`config.mk`:
```
export PLATFORM = sky130hd
export DESIGN_NAME = pcr_jobq
export DESIGN_NICKNAME = d
export VERILOG_FILES = /design/src/sv/polar_cap_centre_rotate_assert.svh /design/src/sv/pcr_pkg.sv /design/src/sv/pcr_jobq.sv
export SDC_FILE = /design/constraint.sdc
export NUM_CORES = 1
export LEC_CHECK = 0
export ABC_AREA = 1
export BUFFER_PORTS_ARGS = -buffer_cell sky130_fd_sc_hd__clkbuf_2
export CAP_MARGIN = 40
export CORE_MARGIN = 1
export CORE_UTILIZATION = 40
export CTS_BUF_LIST = sky130_fd_sc_hd__clkbuf_8
export DETAILED_ROUTE_END_ITERATION = 12
export PLACE_DENSITY_LB_ADDON = 0.25
export SETUP_SLACK_MARGIN = 0.5
export SKIP_CTS_REPAIR_TIMING = 1
export SLEW_MARGIN = 20
export SYNTH_ARGS = -nofsm -noshare
export SYNTH_HDL_FRONTEND = slang
export SYNTH_SLANG_ARGS = --single-unit
```
`constraint.sdc`:
```
create_clock -name i_clk -period 13.2 [get_ports i_clk]
set_input_delay 0.66 -clock i_clk [delete_from_list [all_inputs] [get_ports i_clk]]
set_output_delay 0.66 -clock i_clk [all_outputs]
set_load 0.05 [all_outputs]
```
`src/sv/polar_cap_centre_rotate_assert.svh`:
```
// Assertion macros shared by the polar cap rotation RTL.
`ifndef POLAR_CAP_CENTRE_ROTATE_ASSERT_SVH
`define POLAR_CAP_CENTRE_ROTATE_ASSERT_SVH

// same-cycle implication
`define PCR_ASSERT_IMP(lbl, clk, rst_n, ante, cons, msg) \
    lbl: assert property (@(posedge clk) disable iff (!rst_n) (ante) |-> (cons)) \
        else $error(msg);

// next-cycle implication
`define PCR_ASSERT_NXT(lbl, clk, rst_n, ante, cons, msg) \
    lbl: assert property (@(posedge clk) disable iff (!rst_n) (ante) |=> (cons)) \
        else $error(msg);

`endif

```
`src/sv/pcr_pkg.sv`:
```
// Shared types, constants and tables for the polar cap rotation block.
package pcr_pkg;

    localparam int MAX_POINTS = 64;
    localparam int ADDR_W     = $clog2(MAX_POINTS);
    localparam int CNT_W      = $clog2(MAX_POINTS + 1);
    localparam int PT_W       = 96;

    localparam logic signed [21:0] PI_Q16      = 22'sd205887;
    localparam logic signed [21:0] TWO_PI_Q16  = 22'sd411775;
    localparam logic signed [21:0] HALF_PI_Q16 = 22'sd102944;
    localparam logic signed [33:0] CORDIC_K_Q30 = 34'sd652032875;
    localparam logic signed [35:0] ONE_Q24      = 36'sd16777216;

    localparam int CORDIC_STEPS = 30;
    localparam int SQRT_STEPS   = 32;
    localparam int DIV_STEPS    = 63;

    localparam logic [14:0] RADIUS_RESET = 15'd10000;
    localparam logic        ADDR_RADIUS  = 1'b0;   // word address bit of the radius register

    typedef struct packed {
        logic [CNT_W-1:0]  count;
        logic signed [19:0] pmin;
        logic signed [19:0] pmax;
        logic signed [19:0] amin;
        logic signed [19:0] amax;
    } t_job;

    typedef struct packed {
        logic [ADDR_W-1:0] rd_addr;
        logic              done;
    } t_back_ctl;

    function automatic logic [31:0] atan_q30(input logic [4:0] i);
        logic [31:0] v;
        case (i)
            5'd0:  v = 32'h3243F6A8;
            5'd1:  v = 32'h1DAC6705;
            5'd2:  v = 32'h0FADBAFC;
            5'd3:  v = 32'h07F56EA6;
            5'd4:  v = 32'h03FEAB76;
            5'd5:  v = 32'h01FFD55B;
            5'd6:  v = 32'h00FFFAAA;
            5'd7:  v = 32'h007FFF55;
            5'd8:  v = 32'h003FFFEA;
            5'd9:  v = 32'h001FFFFD;
            5'd10: v = 32'h000FFFFF;
            5'd11: v = 32'h0007FFFF;
            5'd12: v = 32'h0003FFFF;
            5'd13: v = 32'h0001FFFF;
            5'd14: v = 32'h0000FFFF;
            5'd15: v = 32'h00007FFF;
            5'd16: v = 32'h00003FFF;
            5'd17: v = 32'h00001FFF;
            5'd18: v = 32'h00000FFF;
            5'd19: v = 32'h000007FF;
            5'd20: v = 32'h000003FF;
            5'd21: v = 32'h000001FF;
            5'd22: v = 32'h000000FF;
            5'd23: v = 32'h0000007F;
            5'd24: v = 32'h0000003F;
            5'd25: v = 32'h0000001F;
            5'd26: v = 32'h0000000F;
            5'd27: v = 32'h00000007;
            5'd28: v = 32'h00000003;
            5'd29: v = 32'h00000001;
            default: v = 32'h0;
        endcase
        return v;
    endfunction

endpackage

```
`src/sv/pcr_jobq.sv`:
```
// Two-entry job queue between front end and back end.
module pcr_jobq (
    input  logic          i_clk,
    input  logic          i_rst_n,
    input  logic          i_push,
    input  pcr_pkg::t_job i_job,
    output logic          o_full,
    input  logic          i_pop,
    output logic          o_valid,
    output pcr_pkg::t_job o_job
);

    pcr_pkg::t_job r_mem [2];
    logic       r_wp, r_rp;
    logic [1:0] r_cnt;
    logic       w_push, w_pop;

    assign o_full  = (r_cnt == 2'd2);
    assign o_valid = (r_cnt != 2'd0);
    assign o_job   = r_mem[r_rp];
    assign w_push  = i_push && !o_full;
    assign w_pop   = i_pop && o_valid;

    always_ff @(posedge i_clk) begin
        if (!i_rst_n) begin
            r_wp  <= 1'b0;
            r_rp  <= 1'b0;
            r_cnt <= 2'd0;
        end else begin
            if (w_push) r_wp <= !r_wp;
            if (w_pop)  r_rp <= !r_rp;
            r_cnt <= r_cnt + {1'b0, w_push} - {1'b0, w_pop};
        end
    end

    always_ff @(posedge i_clk) begin
        if (w_push) r_mem[r_wp] <= i_job;
    end

endmodule

```
# Yosys cells after proc, flatten, opt, wreduce, memory -nomap -nowiden
# Memories as Yosys holds them, arrays and structs flattened. A register that Yosys moved wholly into a read port is not among the register bits.
# Index checks and enable logic that the tools add are counted.
[totals]
input_bits = 91
ramBits = 174
wordCells = 17
mem_count = 1
reg_bits = 4
output_inout_bits = 89
[memory_table]
columns = ["memory", "depth", "word_bits", "read_ports", "rd_clocked_by_memory_dff", "wr", "line_no", "source"]
rows = [
  ["r_mem", 2, 87, 1, 1, 1, "pcr_jobq.sv:13", "pcr_pkg::t_job r_mem [2];"],
]
[op_classes]
reduce_logical = 6
n_eq_ne = 1
n_addsub = 2
n_mux = 4
[ops]
columns = ["operator", "count"]
rows = [
  ["$mux 1", 4],
  ["$logic_not 1->1", 3],
  ["$add 2x1->2", 1],
  ["$eq 2x2->1 const B", 1],
  ["$logic_and 1x1->1", 2],
  ["$reduce_bool 2->1", 1],
  ["$sub 2x1->2", 1],
]

# Depth between registers and ports, before layout
# Gate-level depths: netlist of run 1.
[depth]
depth_word = 5
mapped_depth = 11
ltp_nobuf = 11

# Least setup slack after synthesis of run 1
# Ideal clock, no wire load.
[synth_timing]
kind = "in2reg"
start = "input i_push"
end = "memory r_mem[0][0] (netlist bit), enable pin"
n_path_buf = 0
t_required_ps = 12667
slack_ps = 8314
stages = 2
arrival_time_ps = 4353
setup_ps = 533
cell_sequence = "nand2_1 nor2_1"
[synth_via]
elab_chain_len = 3
[synth_rtl]
columns = ["item", "line_no", "source"]
rows = [
  ["from (decl)", "pcr_jobq.sv:5", "input logic i_push,"],
  ["$logic_and 1x1->1", "pcr_jobq.sv:21", "assign w_push = i_push && !o_full;"],
  ["$mux 1", "pcr_jobq.sv:37", "if (w_push) r_mem[r_wp] <= i_job;"],
  ["$mux 1 (not written as such)", "pcr_jobq.sv:37", ""],
  ["to (decl)", "pcr_jobq.sv:13", ""],
]
# Every way passes these cells.

==> out/results.ini, run 1 <==
[cells_and_area]
layout-drive-gt1-share_pct = 58.67
filler_cell_count = 1336
area.growth.synth_to_final_pct = 22.83
antenna_cells = 0
finalNetCount = 593

[global_routing]
wire_length_of_the_first_global_routing_pass_mm = 16.82
grt_start_max_net_pins = 88
antenna_found_initial = 0
grt.overflow.total = 0
grt_pass1_vias = 3451
gr-usage-all-layers_pct = 13.64

[run]
maxCapViolations = 0

[clock_network]
clock_input_transition_at_the_sequential_cells_of_the_worst_setup_and_hold_paths_ps = 90
tritoncts = built
worst_skew_pair.late_latency_ps = 450
cts_buffers = 17
clock_sinks = 179
max-clock-path-buffers = 2
cts-root-buf = sky130_fd_sc_hd__clkbuf_8
max_h_tree_level = 4

[floorplanning]
floorplan.die.height_um = 130.9
rows = 46
floorplan.initialDensity_pct = 41.37
top_level_ports = 180
core_mm2 = 0.01606
dieWidth_um = 130.9
fp.dieArea_mm2 = 0.01713

[power]
vdd_ir_drop_max_mv = 0.09323
intPower_mw = 1.038
proportion_of_total_power_due_to_net_switching_pct = 38.72
portion_of_total_power_attributed_to_the_clock_network_pct = 19.9
power_leakage_nw = 3.156
seq_power_share_pct = 44.4
total_switching_power_mw = 0.6560
combinationalPowerShare_pct = 35.7
power_density_mw_per_mm2 = 207.7

[route]
detail_route.first_pass.iterations = 4
detail_route.drc_violations = 0
drt_first_iter_violations = 174
wl_per_instance_um = 15.72
detail_route.wirelength_mm = 11.46
vias = 3346
vias_per_cell = 4.590
postRouteAntennaNets = 0

[sta]
rsz_0062_raised_after_global_routing = false
worst_slew_margin_rel_pct = 51.81
fmax_mhz = 303.0
timing_hold_violations_final = 0
worst_pin_slew_ps = 722.8
final_period_util_pct = 25.00
finalSetupViolations = 0
timing.clock.skew_ps = 7.591
maxSlewViolCount = 0
postLayoutSetupSlackWorst_ps = 9900
fin_crit_ps = 3300
setup-tns-final_ps = 0

[yosys]
synth_top_family_by_area = multiplexers
muxShareOfSynthArea_pct = 16.44
synth.cell_area_mm2 = 0.006643
netlist_instances = 308
ys_warn_count = 0
seq_area_frac_synth_pct = 80.17
ys_types = 12
yosys.area_share.adder_pct = 0.3767
synth_fp_nets = 401
post_synth_xor_area_fraction_pct = 0
syn_area_per_cell_um2 = 21.57
simple_gate_area_share_of_the_yosys_netlist_pct = 1.187
synth-compound-area-share_pct = 0.1507
ys_seq_elements = 179

[worst_hold_path]
timing.hold.worst_path_depth = 1
hp-start = i_job[24]
end_of_the_worst_hold_path = r_mem[1][24]$_DFFE_PP_
worst_hold_path_type = input pin to register

[placement]
place_congestion = 0.6854
io_buffers = 179
hpwlAfterDp_mm = 7.370
placement.setup.worst_slack_ps = 10320

[critical_path]
cp_data_arrival_time_ps = 2640
critPathRequiredTime_ps = 12540
endpoint_kind = output port
rr_endpoint = r_mem[0][51]$_DFFE_PP_
r2r_setup_slack_ps = 11190
critical_path.startpoint_type = register
cp_max_fo = 50
setup.worst_path.class = register to output port
reg2reg_from = r_cnt[0]$_SDFF_PN0_
r2r_cells = 5

[status]
outcome = completed

worst max-delay path by stage:
stage / slack (ps) / start / to / cells after the start
2_1_floorplan: 8310 / i_push / r_mem[0][0]$_DFFE_PP_ / 2
3_3_place_gp: 10330 / register / o_job[12] / 3
3_5_place_dp: 10320 / register / o_job[12] / 3
4_1_cts: 9790 / register / o_job[12] / 3
5_1_grt: 9700 / register / o_job[12] / 3
6_report: 9900 / register / o_job[12] / 3
cell usage after synthesis, drive strengths merged:
cell type	number	area, um2
ha	2	25.02
buf	10	81.32
nand2	9	33.78
nand3	3	15.01
a21oi	2	10.01
inv	8	30.03
edfxtp	174	5225
dfxtp	5	100.1
nor2	8	30.03
mux2	87	1092
registers in the layout, indices dropped and copies added (netlist names), named ones only:
name and cells:
r_rp 1, r_cnt 2, r_wp 1, r_mem 174
metal layers:
layer	part of all wire (%)	GRT usage, %	wire length, um	vias up
li1	-	-	-	1576
met5	0	0	0	-
met3	9.8	6.352	1128	15
met4	1.7	6.761	199	0
met1	41	15.61	4666	1623
met2	48	21.57	5464	132
power by group through the flow:
stage / clock, mW / sequential (mW) / combinational (mW)
2_1_floorplan: 0 / 0.753 / 0.502
3_3_place_gp: 0 / 0.765 / 0.602
3_5_place_dp: 0 / 0.769 / 0.609
4_1_cts: 0.350 / 0.756 / 0.610
5_1_grt: 0.370 / 0.763 / 0.639
6_report: 0.337 / 0.753 / 0.605
critical path: stages, from the launching register on:
cell and delay (ps):
sky130_fd_sc_hd__dfxtp_4 780, sky130_fd_sc_hd__buf_4 690, sky130_fd_sc_hd__mux2_2 430, sky130_fd_sc_hd__clkbuf_2 240
stage by stage:
step / cell area (um2) / hold slack [ps] / std cells / power, mW / util [%]
after detailed placement: 7779 / 493.3 / 696 / 1.378 / 48.44
after CTS: 8132 / 346.5 / 728 / 1.716 / 50.64
after floorplan: 6643 / 467.5 / 308 / 1.255 / -
final: 8159 / 393.6 / 729 / 1.694 / 50.81
after global routing: 8159 / 351.4 / 729 / 1.772 / 50.81
after global placement: 7756 / 487.2 / 695 / 1.367 / 48.30
cell type report:
type / instances / area (um2) / area share, %
flip-flops and latches: 179 / 5329 / 65.31
multi-input cells: 111 / 1214 / 14.87
repair buffers: 183 / 958.4 / 11.75
well taps: 216 / 270.3 / 3.312
clock buffers: 17 / 234.0 / 2.868
clock inverters: 15 / 118.9 / 1.457
inverters: 8 / 35.03 / 0.4294
kinds of logic (layout without fill, tap and decap cells):
family | Yosys count | after routing
AND/OR/NAND/NOR | 20 | 20
buffers and inverters | 18 | 223
adder cells (fa/ha/maj) | 2 | 2
multiplexers | 87 | 87
AO/OA/AOI/OAI | 2 | 2
flip-flops | 179 | 179
layout by cell type, fill, tap and decap left out:
master                       netlist  final
sky130_fd_sc_hd__clkbuf_2          0    179
sky130_fd_sc_hd__edfxtp_1        174    174
sky130_fd_sc_hd__mux2_2           57     57
sky130_fd_sc_hd__mux2_4           30     30
sky130_fd_sc_hd__clkbuf_8          0     17
sky130_fd_sc_hd__inv_1             8      9
sky130_fd_sc_hd__nand2_1           9      9
sky130_fd_sc_hd__nor2_1            8      7
sky130_fd_sc_hd__dfxtp_1           5      4
sky130_fd_sc_hd__nand3_1           3      3
sky130_fd_sc_hd__inv_6             0      3
sky130_fd_sc_hd__clkinv_2          0      3
sky130_fd_sc_hd__clkinv_4          0      3
sky130_fd_sc_hd__a21oi_1           2      2
sky130_fd_sc_hd__ha_1              2      2
sky130_fd_sc_hd__clkinvlp_4        0      2
sky130_fd_sc_hd__clkinv_1          0      2
sky130_fd_sc_hd__buf_4             0      2
sky130_fd_sc_hd__nor2_4            0      1
sky130_fd_sc_hd__dfxtp_4           0      1
sky130_fd_sc_hd__bufinv_16         0      1
sky130_fd_sc_hd__buf_16            0      1
sky130_fd_sc_hd__buf_12            0      1
Note: power is estimated with default switching activity, not from simulation.
==> run 2: changes to the inputs <==
Clock period 13.2 ns to 3.3 ns, I/O delays scaled along.
==> out/results.ini, run 2 (synthesized netlist as in run 1, its figures left out) <==
[cells_and_area]
area.growth.synth_to_final_pct = 37.67  ; was 22.83%
antenna_cells = 0  ; unchanged
finalNetCount = 683  ; was 593
filler_cell_count = 1254  ; was 1336
largest_reg_flops = 174  ; unchanged
most-common-layout-cells = sky130_fd_sc_hd__clkbuf_2, sky130_fd_sc_hd__edfxtp_1, sky130_fd_sc_hd__dlygate4sd3_1, sky130_fd_sc_hd__mux2_2, sky130_fd_sc_hd__mux2_4  ; was sky130_fd_sc_hd__clkbuf_2, sky130_fd_sc_hd__edfxtp_1, sky130_fd_sc_hd__mux2_2, sky130_fd_sc_hd__mux2_4, sky130_fd_sc_hd__clkbuf_8
final_core_utilization_pct = 56.95  ; was 50.81%
largest_register = r_mem  ; unchanged
largest_registers = r_mem x174, r_cnt x2  ; unchanged
layout-drive-gt1-share_pct = 50.25  ; was 58.67%
commonest_non_fill_non_tap_cell_in_the_layout = sky130_fd_sc_hd__clkbuf_2  ; unchanged

[sta]
fin_crit_ps = 2321
final_period_util_pct = 70.34
setup-tns-final_ps = 0  ; unchanged
finalSetupViolations = 0  ; unchanged
worst_slew_margin_rel_pct = 56.11  ; was 51.81%
maxSlewViolCount = 0  ; unchanged
timing.clock.skew_ps = 9.920  ; was 7.591 ps
timing_hold_violations_final = 0  ; unchanged
fmax_mhz = 430.8
worst_pin_slew_ps = 656.8  ; was 722.8 ps
rsz_0062_raised_after_global_routing = false  ; unchanged

[route]
detail_route.drc_violations = 0  ; unchanged
postRouteAntennaNets = 0  ; unchanged
vias_per_cell = 4.551  ; was 4.590
vias = 3718  ; was 3346
detail_route.first_pass.iterations = 4  ; unchanged
detail_route.wirelength_mm = 12.25  ; was 11.46 mm
wl_per_instance_um = 14.99  ; was 15.72 um
drt_first_iter_violations = 164  ; was 174

[placement]
io_buffers = 179  ; unchanged
hpwlAfterDp_mm = 7.817  ; was 7.370 mm
place_congestion = 0.6978  ; was 0.6854

[clock_network]
max-clock-path-buffers = 2  ; unchanged
worst_skew_pair.late_latency_ps = 450  ; about the same
clock_input_transition_at_the_sequential_cells_of_the_worst_setup_and_hold_paths_ps = 90  ; about the same
cts-root-buf = sky130_fd_sc_hd__clkbuf_8  ; unchanged
cts_buffers = 17  ; unchanged
tritoncts = built  ; unchanged
max_h_tree_level = 4  ; unchanged
clock_sinks = 179  ; unchanged

[floorplanning]
floorplan.die.height_um = 130.9  ; unchanged
rows = 46  ; unchanged
fp.dieArea_mm2 = 0.01713  ; unchanged
floorplan.initialDensity_pct = 41.37  ; unchanged
core_mm2 = 0.01606  ; unchanged
dieWidth_um = 130.9  ; unchanged
top_level_ports = 180  ; unchanged

[global_routing]
grt_pass1_vias = 3531  ; was 3451
grt_start_max_net_pins = 45  ; was 88
antenna_found_initial = 0  ; unchanged
grt.overflow.total = 0  ; unchanged
gr-usage-all-layers_pct = 14.01  ; was 13.64%
wire_length_of_the_first_global_routing_pass_mm = 17.38  ; was 16.82 mm

[critical_path]
setup.worst_path.class = register to output port  ; unchanged
reg2reg_from = r_cnt[0]$_SDFF_PN0_  ; unchanged
cp_data_arrival_time_ps = 2160  ; was 2640 ps
cp_max_fo = 34  ; was 50
critPathRequiredTime_ps = 3130  ; was 12540 ps
critical_path.startpoint_type = register  ; unchanged
endpoint_kind = output port  ; unchanged

[run]
maxCapViolations = 0  ; unchanged

[worst_hold_path]
worst_hold_path_type = input pin to register  ; unchanged
hp-start = i_push  ; was i_job[24]

[power]
vdd_ir_drop_max_mv = 0.4351  ; was 0.09323 mV
power_leakage_nw = 3.580  ; was 3.156 nW
power_density_mw_per_mm2 = 782.6  ; was 207.7 mW/mm2

[status]
outcome = completed  ; unchanged

==> run 2: changes by cell type in the layout (fill, tap and decap cells not counted), sizes merged <==
cell	previous run	this run
dlygate4sd3	0	88
bufinv	1	5
buf	4	6
clkinv	8	6
clkinvlp	2	0
inv	12	10
==> run 2: path summary, 6_finish.rpt <==
| check | end | depth (start not counted) | slack [ps] |
|---|---|---|---|
| worst max register to register | r_mem[0][65]$_DFFE_PP_ | 5 | 1390 |
| worst max-delay path | o_job[17] | 3 | 980 |
| worst min register to register | r_rp$_SDFFE_PN0P_ | 2 | 510 |
| worst min-delay path | r_wp$_SDFFE_PN0N_ | 3 | 10 |
==> run 2: layout make-up <==
cell class	count	area (um2)	area share (%)
tap	216	270.3	2.955
inverter	8	32.53	0.3557
timing repair buffer	273	1872	20.47
multi-input combinational	111	1214	13.27
clock buffer	17	234.0	2.558
sequential	179	5329	58.27
clock inverter	13	193.9	2.121
==> run 2: report_power, final <==
group          total (mW)  switching [mW]  internal [mW]
Combinational        2.58            1.79          0.782
Clock                1.60           0.722          0.882
Sequential           2.98           0.106           2.87
==> run 2: worst max-delay path, stage by stage (launching register included) <==
cell and delay [ps]:
sky130_fd_sc_hd__dfxtp_4 550, sky130_fd_sc_hd__buf_4 470, sky130_fd_sc_hd__mux2_2 410, sky130_fd_sc_hd__clkbuf_2 240
==> run 2: through the flow <==
| step | worst slack (ps) | total power [mW] | std cells | instance area (um2) | hold WS, ps |
|---|---|---|---|---|---|
| after CTS | 911.0 | 7.156 | 729 | 8264 | -144.7 |
| after floorplan | 586.7 | 5.004 | 308 | 6650 | 258.5 |
| after global placement | 1451 | 5.508 | 699 | 7836 | 354.3 |
| after detailed placement | 1376 | 5.549 | 699 | 7836 | 358.1 |
| final | 978.9 | 7.157 | 817 | 9145 | 12.87 |
| after global routing | 859.5 | 7.457 | 817 | 9145 | 4.313 |
==> run 2: per-layer routing <==
| layer | wire length [um] | global-route usage [%] | vias to the layer above | part of all wire (%) |
|---|---|---|---|---|
| li1 | - | - | 1760 | - |
| met1 | 5077 | 15.38 | 1793 | 41 |
| met2 | 6064 | 23.34 | 143 | 50 |
| met3 | 882 | 6.230 | 22 | 7.2 |
| met4 | 224 | 6.491 | 0 | 1.8 |
| met5 | 0 | 0 | - | 0 |
